## src/radix_to_ascii_converter_assert.svh

```systemverilog
// ----------------------------------------------------------------------------
// Assertion macros for radix_to_ascii_converter
// Concurrent checks clocked on clk_i, disabled while rst_ni is low.
// ----------------------------------------------------------------------------
`ifndef RADIX_TO_ASCII_CONVERTER_ASSERT_SVH
`define RADIX_TO_ASCII_CONVERTER_ASSERT_SVH

// Same-cycle implication.
`define RTA_ASSERT_IMP(lbl, ante, cons, msg) \
  lbl: assert property (@(posedge clk_i) disable iff (!rst_ni) (ante) |-> (cons)) \
    else $error(msg);

// Next-cycle implication.
`define RTA_ASSERT_NXT(lbl, ante, cons, msg) \
  lbl: assert property (@(posedge clk_i) disable iff (!rst_ni) (ante) |=> (cons)) \
    else $error(msg);

`endif

```

## src/rta_pkg.sv

```systemverilog
// ----------------------------------------------------------------------------
// rta_pkg
// Types, constants and microcode for the radix to ASCII converter.
// ----------------------------------------------------------------------------
package rta_pkg;

  localparam int unsigned MAX_DIGITS = 64;
  localparam int unsigned COUNT_W    = 7;
  localparam int unsigned PTR_W      = 6;
  localparam int unsigned CHAR_W     = 7;
  localparam int unsigned RADIX_W    = 5;
  localparam int unsigned DIGIT_W    = 4;
  localparam int unsigned BITS_PER_STEP = 8;

  localparam logic [RADIX_W-1:0] RADIX_MIN = 5'd2;
  localparam logic [RADIX_W-1:0] RADIX_MAX = 5'd16;
  localparam logic [DIGIT_W-1:0] DEC_MAX   = 4'd9;
  localparam logic [CHAR_W-1:0]  CHAR_ZERO    = 7'h30;  // '0'
  localparam logic [CHAR_W-1:0]  CHAR_UPPER_A = 7'h41;  // 'A'
  localparam logic [CHAR_W-1:0]  CHAR_LOWER_A = 7'h61;  // 'a'
  localparam logic [CHAR_W-1:0]  TEN          = 7'd10;

  // Program steps.
  typedef enum logic [2:0] {
    S_IDLE,   // wait for input, load operands
    S_DIV,    // divide 8 bits per cycle
    S_STORE,  // store remainder as digit
    S_READ,   // read digit store
    S_SEND,   // present character
    S_ADV     // step to next digit or finish
  } step_e;

  // Jump conditions.
  typedef enum logic [2:0] {
    COND_ALWAYS,
    COND_IN_VALID,
    COND_CHUNK_LAST,
    COND_MORE_DIGITS,
    COND_OUT_TAKEN,
    COND_PTR_ZERO
  } cond_e;

  typedef struct packed {
    step_e jmp_t;      // target when condition holds
    step_e jmp_f;      // target otherwise
    cond_e cond;
    logic  in_ready;
    logic  load;
    logic  div;
    logic  store;
    logic  read;
    logic  out_valid;
    logic  dec;
  } ctrl_t;

  // Microcode table.
  function automatic ctrl_t ucode(step_e s);
    ctrl_t w;
    w = '{jmp_t: S_IDLE, jmp_f: S_IDLE, cond: COND_ALWAYS, default: 1'b0};
    unique case (s)
      S_IDLE: begin
        w.jmp_t = S_DIV;   w.jmp_f = S_IDLE;  w.cond = COND_IN_VALID;
        w.in_ready = 1'b1; w.load = 1'b1;
      end
      S_DIV: begin
        w.jmp_t = S_STORE; w.jmp_f = S_DIV;   w.cond = COND_CHUNK_LAST;
        w.div = 1'b1;
      end
      S_STORE: begin
        w.jmp_t = S_DIV;   w.jmp_f = S_READ;  w.cond = COND_MORE_DIGITS;
        w.store = 1'b1;
      end
      S_READ: begin
        w.jmp_t = S_SEND;  w.jmp_f = S_SEND;  w.cond = COND_ALWAYS;
        w.read = 1'b1;
      end
      S_SEND: begin
        w.jmp_t = S_ADV;   w.jmp_f = S_SEND;  w.cond = COND_OUT_TAKEN;
        w.out_valid = 1'b1;
      end
      S_ADV: begin
        w.jmp_t = S_IDLE;  w.jmp_f = S_READ;  w.cond = COND_PTR_ZERO;
        w.dec = 1'b1;
      end
      default: begin
        w.jmp_t = S_IDLE;  w.jmp_f = S_IDLE;
      end
    endcase
    return w;
  endfunction

  // ASCII code of one digit.
  function automatic logic [CHAR_W-1:0] digit_char(logic [DIGIT_W-1:0] d, logic upper);
    logic [CHAR_W-1:0] dx;
    dx = {{(CHAR_W-DIGIT_W){1'b0}}, d};
    if (d > DEC_MAX) begin
      return (upper ? CHAR_UPPER_A : CHAR_LOWER_A) + dx - TEN;
    end
    return CHAR_ZERO + dx;
  endfunction

endpackage

```

## src/radix_to_ascii_converter.sv

```systemverilog
// ----------------------------------------------------------------------------
// radix_to_ascii_converter
// Emits the ASCII digits of an unsigned value in base 2..16, MSB digit first.
// ----------------------------------------------------------------------------
// Sequence: a load step, then per digit the divider walks CHUNKS chunks (CHUNKS =
//   ceil(VALUE_BITS/8), the divider takes 8 quotient bits a cycle) and a store step,
//   then a read, send and advance step per character out. One value at a time: a new
//   value is taken only after the last character of the previous one has been sent.
// Reset: asynchronous, active low; clears the sequencer and counters. The digit
//   store is not cleared: every entry is written before it is read.
module radix_to_ascii_converter #(
  parameter int unsigned VALUE_BITS = 64
) (
  input  logic        clk_i,
  input  logic        rst_ni,
  // tdata: [63:0] value, [68:64] radix, [69] upper_case, [71:70] zero
  input  logic [71:0] s_axis_tdata_i,
  input  logic        s_axis_tvalid_i,
  output logic        s_axis_tready_o,
  // tdata: [6:0] character, [7] zero
  output logic [7:0]  m_axis_tdata_o,
  output logic        m_axis_tlast_o,
  output logic        m_axis_tvalid_o,
  input  logic        m_axis_tready_i
);

  // Divider geometry: value padded to whole 8-bit chunks.
  localparam int unsigned STEP    = rta_pkg::BITS_PER_STEP;
  localparam int unsigned CHUNKS  = (VALUE_BITS + STEP - 1) / STEP;
  localparam int unsigned PAD     = CHUNKS * STEP;
  localparam int unsigned CHUNK_W = (CHUNKS > 1) ? $clog2(CHUNKS) : 1;

  // Sequencer
  rta_pkg::step_e step_q, step_d;
  rta_pkg::ctrl_t ctrl;
  logic           cond_hit;

  // Datapath registers
  logic [PAD-1:0]                    work_q;     // dividend, then quotient
  logic [rta_pkg::DIGIT_W-1:0]       rem_q;      // running remainder
  logic [rta_pkg::RADIX_W-1:0]       radix_q;
  logic                              upper_q;
  logic [CHUNK_W-1:0]                chunk_q;
  logic [rta_pkg::COUNT_W-1:0]       count_q;
  logic [rta_pkg::PTR_W-1:0]         ptr_q;      // read pointer, counts down
  logic [rta_pkg::DIGIT_W-1:0]       rdata_q;

  // Digit store, least significant digit at entry 0
  logic [rta_pkg::DIGIT_W-1:0] digit_mem [rta_pkg::MAX_DIGITS];

  // Input unpacking with base saturation
  logic [rta_pkg::RADIX_W-1:0] radix_in, radix_sat;
  assign radix_in = s_axis_tdata_i[68:64];

  always_comb begin
    priority if (radix_in < rta_pkg::RADIX_MIN) begin
      radix_sat = rta_pkg::RADIX_MIN;
    end else if (radix_in > rta_pkg::RADIX_MAX) begin
      radix_sat = rta_pkg::RADIX_MAX;
    end else begin
      radix_sat = radix_in;
    end
  end

  // One divider step: restoring division of the top 8 bits by the base.
  // Remainder stays below the base, so 4 bits hold it.
  logic [STEP-1:0]             qbits;
  logic [rta_pkg::DIGIT_W-1:0] rem_div;

  always_comb begin
    logic [rta_pkg::RADIX_W-1:0] r;
    logic [rta_pkg::DIGIT_W-1:0] rr;
    rr = rem_q;
    qbits = '0;
    for (int i = 0; i < STEP; i++) begin
      r = {rr, work_q[PAD-1-i]};
      if (r >= radix_q) begin
        qbits[STEP-1-i] = 1'b1;
        r = r - radix_q;
      end
      rr = r[rta_pkg::DIGIT_W-1:0];
    end
    rem_div = rr;
  end

  // Jump condition select
  always_comb begin
    unique case (ctrl.cond)
      rta_pkg::COND_ALWAYS:      cond_hit = 1'b1;
      rta_pkg::COND_IN_VALID:    cond_hit = s_axis_tvalid_i;
      rta_pkg::COND_CHUNK_LAST:  cond_hit = (chunk_q == CHUNK_W'(CHUNKS - 1));
      // Count increments this cycle; stop at the store depth.
      rta_pkg::COND_MORE_DIGITS: cond_hit = (work_q != '0) &&
          (count_q < rta_pkg::COUNT_W'(rta_pkg::MAX_DIGITS - 1));
      rta_pkg::COND_OUT_TAKEN:   cond_hit = m_axis_tready_i;
      rta_pkg::COND_PTR_ZERO:    cond_hit = (ptr_q == '0);
      default:                   cond_hit = 1'b1;
    endcase
  end

  // Next step from the control word
  always_comb begin
    ctrl   = rta_pkg::ucode(step_q);
    step_d = cond_hit ? ctrl.jmp_t : ctrl.jmp_f;
  end

  always_ff @(posedge clk_i or negedge rst_ni) begin
    if (!rst_ni) begin
      step_q <= rta_pkg::S_IDLE;
    end else begin
      step_q <= step_d;
    end
  end

  // Control counters
  always_ff @(posedge clk_i or negedge rst_ni) begin
    if (!rst_ni) begin
      count_q <= '0;
      chunk_q <= '0;
    end else begin
      if (ctrl.load && s_axis_tvalid_i) begin
        count_q <= '0;
        chunk_q <= '0;
      end else if (ctrl.div) begin
        chunk_q <= chunk_q + CHUNK_W'(1);
      end else if (ctrl.store) begin
        count_q <= count_q + rta_pkg::COUNT_W'(1);
        chunk_q <= '0;
      end
    end
  end

  // Datapath
  always_ff @(posedge clk_i) begin
    if (ctrl.load && s_axis_tvalid_i) begin
      work_q  <= PAD'(s_axis_tdata_i[VALUE_BITS-1:0]);
      rem_q   <= '0;
      radix_q <= radix_sat;
      upper_q <= s_axis_tdata_i[69];
    end
    if (ctrl.div) begin
      work_q <= (work_q << STEP) | PAD'(qbits);
      rem_q  <= rem_div;
    end
    if (ctrl.store) begin
      digit_mem[count_q[rta_pkg::PTR_W-1:0]] <= rem_q;
      rem_q <= '0;
      ptr_q <= count_q[rta_pkg::PTR_W-1:0];  // last stored entry
    end
    if (ctrl.read) begin
      rdata_q <= digit_mem[ptr_q];
    end
    if (ctrl.dec && (ptr_q != '0)) begin
      ptr_q <= ptr_q - rta_pkg::PTR_W'(1);
    end
  end

  // Ports
  assign s_axis_tready_o = ctrl.in_ready;
  assign m_axis_tvalid_o = ctrl.out_valid;
  assign m_axis_tdata_o  = {1'b0, rta_pkg::digit_char(rdata_q, upper_q)};
  assign m_axis_tlast_o  = (ptr_q == '0);

  // Checks
  localparam logic [rta_pkg::COUNT_W-1:0] COUNT_LIM = rta_pkg::COUNT_W'(rta_pkg::MAX_DIGITS);

  // Final character transfer of a value
  logic last_xfer;
  assign last_xfer = m_axis_tvalid_o && m_axis_tready_i && m_axis_tlast_o;

  `include "radix_to_ascii_converter_assert.svh"

  `RTA_ASSERT_IMP(a_one_item, m_axis_tvalid_o, !s_axis_tready_o, "input taken while sending")
  `RTA_ASSERT_IMP(a_count_max, 1'b1, count_q <= COUNT_LIM, "digit count overflow")
  `RTA_ASSERT_NXT(a_last_ends, last_xfer, !m_axis_tvalid_o, "output after last transfer")

endmodule

```

## config.mk

```make
export PLATFORM = sky130hd
export DESIGN_NAME = radix_to_ascii_converter
export DESIGN_NICKNAME = d
export VERILOG_FILES = /design/src/rta_pkg.sv /design/src/radix_to_ascii_converter.sv
export VERILOG_INCLUDE_DIRS = /design/src /design/src/src
export SDC_FILE = /design/constraint.sdc
export NUM_CORES = 1
export LEC_CHECK = 0
export ABC_CLOCK_PERIOD_IN_PS = 18000
export BUFFER_PORTS_ARGS = -buffer_cell sky130_fd_sc_hd__buf_4
export CORE_UTILIZATION = 40
export DETAILED_ROUTE_END_ITERATION = 16
export GPL_TIMING_DRIVEN = 0
export RECOVER_POWER = 100
export SLEW_MARGIN = 20
export SYNTH_ARGS = -nofsm -noshare
export SYNTH_HDL_FRONTEND = slang
export SYNTH_SLANG_ARGS = --single-unit
```

## constraint.sdc

```tcl
create_clock -name clk_i -period 18 [get_ports clk_i]
set_clock_uncertainty 0.2 [all_clocks]
set_input_delay 3.6 -clock clk_i [delete_from_list [all_inputs] [get_ports clk_i]]
set_output_delay 3.6 -clock clk_i [all_outputs]
set_load 0.1 [all_outputs]
```

==> metrics.cfg, run 1 <==
[status]
status=complete, but fails checks
violations=capacitance limit, slew limit

[critical_path]
critPathMaxFanout=67
crit_slowest_cell=dfxtp_1
cp-end-kind=register
arrival_ns=14.56
cp-start-kind=register
crit_required_ns=18.27
cpPeakStageDelay_ns=1.94
path_common_cell=ha_1
critPathKind=reg -> reg

[clock_network]
cts_tree=done
cts_resized=0
clockBufferDepth=3
cts-root-buf=clkbuf_16
clkLatencyLatePin_ns=0.56
cts_made_buffers=39
postCtsHoldBufs=0
post_cts_buffers=0
clkSlewWorstSetupHoldPaths_ns=0.05
clock_sinks=353
cts_max_level=2

[final_layout]
diodes=0
drive_gt1_share_pct=16.5
num-nets-final=1433
nFillCells=3528
syn2layout_area_growth_pct=14.6

[sta]
slew-limit-headroom_pct=-61.3
rsz0062_at_grt=false
setup_viol=0
fmax_mhz=70.0
tightest_slew_ns=2.42
finalSetupTns_ns=0
post-route-period-util_pct=79.4
finalHoldViolations=0
min_period_ns=14.29
drv_slew=317

[floorplan]
die-area_mm2=0.0416
io_pins=87
start_util_pct=40.8
die_y_um=204
rows=73
core_mm2=0.0400
fp.dieW_um=204

[global_route]
grt_max_degree=69
grt_pass1_wl_um=60400
use_met1_pct=26.1
grtUsageMet2_pct=32.1
grt_antenna_before_repair=2
grt_overflow_total=0
use_met3_pct=3.83
grt-busiest-layer=met2
grt_use_total_pct=19.5
grt_pass1_vias=10159

[routing]
drc=0
initialDrtViolationCount=753
wl_per_cell_um=21.3
drt_wl_total_um=39500
num_vias=9942
via_per_inst=5.36
first_pass_iters=5
ant_nets=0

[logic_synthesis]
synthArstFlopShare_pct=3.68
syn_area_mm2=0.0163
synth_fp_nets=1308
synth_edf_count=336
yosys_warnings=0
syn_avg_cell_area_um2=13.9
yosys.area.top_type=edfxtp_1
synthTopCellsByArea=edfxtp_1 62%, mux4_2 9.0%, nand2_1 5.5%, ha_1 3.6%, nor2_1 2.5%
yosysSeqAreaShare_pct=64.3
ys_ff_latch=353
synthFlopType=edfxtp_1
synth_cells=1177
ys_types=62
netlist.area_leader.share_pct=61.9

[min_path]
hp-class=reg -> reg

[place]
dp_hpwl_um=27000
gp_congestion=0.864
port_buffers=83

[job]
maxCapViolCount=5

==> cells in the final DEF, fill, tap and decap left out, types with 8 or more instances in the layout <==
cell       Yosys  layout
dfrtp_1       13      13
a21o_1        18      18
a31oi_1       10      10
inv_1         34      33
o21ai_0       10      18
xnor2_1       17      17
nor2b_1       12      12
nand3_1       10      10
clkbuf_4       0      55
buf_2         13       9
buf_4          6      16
a21oi_1       32      32
o21ai_1       19      13
xor2_1         9       9
fa_1           8       8
ha_1          47      47
clkbuf_1      24      61
mux4_2        65      65
nand2_1      237     237
clkbuf_16      0      40
nor2_1       107     107
mux2_2         9       9
edfxtp_1     336     336
mux2i_1       12      12
nand2b_1       8       8
a22o_1        10      10
nor4_1        18      18
==> layer usage <==
| layer | routed length, um | vias up |
|---|---|---|
| met5 | 27 | - |
| met1 | 17000 | 4892 |
| li1 | - | 4651 |
| met3 | 2680 | 68 |
| met2 | 18900 | 327 |
| met4 | 942 | 4 |
==> through the flow <==
stage	setup slack, ns	area (um2)	std cells	hold slack [ns]	utilization (%)
6_report	3.71	18700	1856	0.307	46.7
5_1_grt	2.38	18700	1856	0.343	46.7
2_1_floorplan	7.58	16300	1177	0.254	-
4_1_cts	5.85	18800	1856	0.302	47.0
3_3_place_gp	5.11	17600	1785	0.276	44.0
3_5_place_dp	5.87	17600	1786	0.289	44.1
==> sequential cells by signal (all words and copies together) (netlist names) <==
register	cells
chunk_q	3
rdata_q	4
count_q	7
work_q	64
step_q	3
radix_q	5
upper_q	1
ptr_q	6
rem_q	4
digit_mem	256
==> layout make-up <==
cell class | count | area (um2) | area share (%)
Sequential cell | 353 | 10500 | 56.2
Clock inverter | 16 | 123 | 0.656
Timing Repair Buffer | 84 | 567 | 3.03
Clock buffer | 54 | 1050 | 5.64
Inverter | 36 | 136 | 0.730
Tap cell | 525 | 657 | 3.52
Buffer | 52 | 238 | 1.27
Multi-Input combinational cell | 736 | 5420 | 29.0
==> worst paths after layout <==
path	startpoint	to	slack, ns	depth (start not counted)
hold reg to reg	chunk_q[1]	chunk_q[1]	0.31	1
min in group asynchronous	rst_ni	step_q[1]	2.89	1
setup / recovery	rem_q[1]	rem_q[2]	3.71	45
hold / removal	chunk_q[1]	chunk_q[1]	0.31	1
max in group asynchronous	rst_ni	count_q[5]	14.24	1
setup reg to reg	rem_q[1]	rem_q[2]	3.71	45
==> cell usage after synthesis, types with 3 or more instances <==
master,n
xor2_1,9
nand3_1,10
a31oi_1,10
mux4_2,65
mux2_2,9
a22o_1,10
nor3_1,7
a21o_1,18
clkbuf_1,24
nor2_1,107
xnor2_1,17
mux2i_1,12
inv_1,34
buf_1,6
nand4_1,7
nand2_1,237
o21ai_1,19
and2_1,5
o21a_1,4
ha_1,47
nor2b_1,12
nor3b_1,3
fa_1,8
edfxtp_1,336
and3b_1,3
o211ai_1,5
a22oi_1,5
o21ai_2,3
a211oi_1,3
dfrtp_1,13
nand2b_1,8
a21oi_1,32
buf_4,6
dfxtp_1,4
a221oi_1,3
or3_1,4
o21ai_0,10
o22ai_1,4
buf_2,13
nor4_1,18
==> worst max-delay path: cells and delay by family, from the launching register on <==
kind	cells	cell delay, ns
muxes	4	1.59
adders and majority gates	8	2.59
AOI/OAI and AO/OA	30	7.25
DFF	1	1.94
and+or+nand+nor	2	0.27
buffers and inverters	1	0.36
==> kinds of logic (layout without fill, tap and decap cells) <==
kind of cell	count (synthesis)	after routing	synth area share, %
muxes	87	87	10.4
adders and majority gates	55	55	4.59
AOI/OAI and AO/OA	137	137	5.61
other	1	1	0.0230
xor gates and xnor gates	26	26	1.40
DFF	353	353	64.3
and+or+nand+nor	430	430	11.3
buffers and inverters	88	242	2.36
Power of run 1 is left out: the tool's default activity adds up to more than one toggle a clock period on the data nets, which glitch-free logic cannot reach.
==> run 2: changes to the inputs <==
--- a/config.mk
+++ b/config.mk
@@ -6,7 +6,7 @@
 export SDC_FILE = /design/constraint.sdc
 export NUM_CORES = 1
 export LEC_CHECK = 0
-export ABC_CLOCK_PERIOD_IN_PS = 18000
+export ABC_CLOCK_PERIOD_IN_PS = 11700
 export BUFFER_PORTS_ARGS = -buffer_cell sky130_fd_sc_hd__buf_4
 export CORE_UTILIZATION = 40
 export DETAILED_ROUTE_END_ITERATION = 16
==> constraint.sdc (replaced) <==
create_clock -name clk_i -period 11.7 [get_ports clk_i]
set_clock_uncertainty 0.2 [all_clocks]
set_input_delay 2.34 -clock clk_i [delete_from_list [all_inputs] [get_ports clk_i]]
set_output_delay 2.34 -clock clk_i [all_outputs]
set_load 0.1 [all_outputs]
==> run 2 against run 1 <==
  * The run still ends with capacitance limit, slew limit left
  * Count of clock-buffer cells in the layout stayed put
  * Sequential cell count is the same
  * Critical path depth is 1 higher
  * Non-clock buffer count increased by 3
  * First-iteration DRC count up 2.1%
  * Maximum frequency rose by 32%
  * Via count barely moved
  * Routed wire length up 1.5%
  * Worst setup slack got worse by 2.9 ns
  * Hold slack is essentially flat
  * Critical path type unchanged
==> metrics.cfg, run 2 (synthesized netlist as in run 1, its figures left out) <==
[status]
status=complete, but fails checks
violations=capacitance limit, slew limit

[place]
pre_cts_slack_ns=-0.425  ; -6.30 ns
gp_congestion=0.864  ; unchanged
dp.cells=1786  ; unchanged
port_buffers=83  ; unchanged
dp_hpwl_um=27000  ; unchanged

[critical_path]
crit_required_ns=11.97  ; -6.30 ns
cp-end-kind=register
worstReg2RegStart=radix_q[0]
arrival_ns=11.11  ; -3.45 ns
critical_path.startpoint=radix_q[0]
critPathMaxFanout=10  ; -85%
regToRegSetupSlack_ns=0.86  ; -2.86 ns
reg2reg_depth=46  ; +2.2%
crit_slowest_cell=edfxtp_1
r2r_end=rem_q[2]
cp-start-kind=register
cp_top_family=compound AO/OA/AOI/OAI gates
cpPeakStageDelay_ns=0.59  ; -1.35 ns
crit_buf_inv=1  ; unchanged
critPathKind=reg -> reg
path_common_cell=ha_1

[clock_network]
cts_tree=done
postCtsHoldBufs=0  ; unchanged
cts-root-buf=clkbuf_16
clockBufferDepth=3  ; unchanged
cts_max_level=2  ; unchanged
clkSlewWorstSetupHoldPaths_ns=0.05  ; about the same
cts_made_buffers=39  ; unchanged
clock_sinks=353  ; unchanged
clkLatencyLatePin_ns=0.56  ; about the same

[global_route]
grt_pass1_wl_um=60700  ; +0.50%
grt_max_degree=69  ; unchanged
grt_pass1_vias=10194  ; +0.34%
grt_use_total_pct=19.7  ; +0.14 points
grt_overflow_total=0  ; unchanged
grt_antenna_before_repair=2  ; unchanged

[routing]
first_pass_iters=5  ; unchanged
drc=0  ; unchanged
wl_per_cell_um=21.6  ; +1.3%
num_vias=9944  ; +0.020%
drt_wl_total_um=40100  ; +1.5%
via_per_inst=5.35  ; -0.14%
initialDrtViolationCount=769  ; +2.1%
ant_nets=0  ; unchanged

[min_path]
hp-class=reg -> reg
min_from=chunk_q[1]
whs_endpoint=chunk_q[1]
hold_depth=1  ; unchanged

[final_layout]
layout_commonest_cell=edfxtp_1
fin_cells=1859  ; +0.16%
largest_register_ffs=256  ; unchanged
syn2layout_area_growth_pct=15.1
drive_gt1_share_pct=17.4  ; +0.86 points
num-nets-final=1436  ; +0.21%
diodes=0  ; unchanged
layout_common_cells=336 x edfxtp_1, 237 x nand2_1, 107 x nor2_1
utilization_pct=46.9  ; +0.20 points

[floorplan]
core_mm2=0.0400  ; unchanged
die-area_mm2=0.0416  ; unchanged
fp.dieW_um=204  ; unchanged
start_util_pct=40.8  ; unchanged
die_y_um=204  ; unchanged
io_pins=87  ; unchanged
rows=73  ; unchanged

[sta]
setup_viol=0  ; unchanged
drv_slew=114  ; -64%
tightest_slew_ns=2.36  ; -0.0559 ns
fmax_mhz=92.2  ; +32%
slew-limit-headroom_pct=-57.4  ; +3.9 points
fin_ws_ns=0.856  ; -2.86 ns
post-route-period-util_pct=92.7  ; +13 points
min_period_ns=10.84  ; -3.44 ns
finalHoldViolations=0  ; unchanged

[job]
maxCapViolCount=3  ; -2

==> run 2: cell count changes in the layout (fill, tap and decap cells not counted), moves of 2 or more <==
cell,previous run,this run
buf_4,16,73
clkbuf_4,55,0
clkbuf_1,61,65
dfxtp_1,4,0
dfxtp_4,0,4
o21ai_0,18,14
buf_1,6,4
buf_2,9,7
mux2i_1,12,10
mux2i_2,0,2
o21ai_2,1,3
==> run 2: worst max-delay path by stage <==
stage / endpoint / slack [ns] / depth (start not counted)
after floorplan: rem_q[2] / 1.28 / 44
after global placement: rem_q[2] / -1.19 / 45
after detailed placement: rem_q[2] / -0.43 / 45
after CTS: rem_q[2] / 0.01 / 45
after global routing: rem_q[2] / -0.009 / 47
final: rem_q[2] / 0.86 / 46
==> run 2: final cells by class <==
cell class                      instances  area, um2
Fill cell                            3516      21200
Sequential cell                       353      10500
Multi-Input combinational cell        736       5470
Clock buffer                           54       1050
Tap cell                              525        657
Timing Repair Buffer                   87        586
Buffer                                 52        236
Inverter                               36        136
Clock inverter                         16        123
==> run 2: layer usage <==
layer,part of all wire (%),track usage [%],up-vias
li1,-,-,4653
met1,43,26.2,4895
met2,48,32.4,325
met3,6.7,3.81,67
met4,2.3,6.21,4
met5,0.067,0,-
==> run 2: stage by stage <==
step	cell area (um2)	hold WS [ns]	setup TNS [ns]
floorplan	16300	0.254	0
global placement	17600	0.276	-5.57
detailed placement	17600	0.289	-1.83
CTS	18800	0.302	0
global route	18800	0.343	-0.00922
finish	18800	0.307	0
==> run 2: timing repair <==
action,CTS,global route
gates resized for setup,0,10
pin swaps,0,0
setup endpoints to repair,5,5
buffers inserted,2,1
hold endpoints to repair,0,0
Power of run 2 is left out for the same reason.
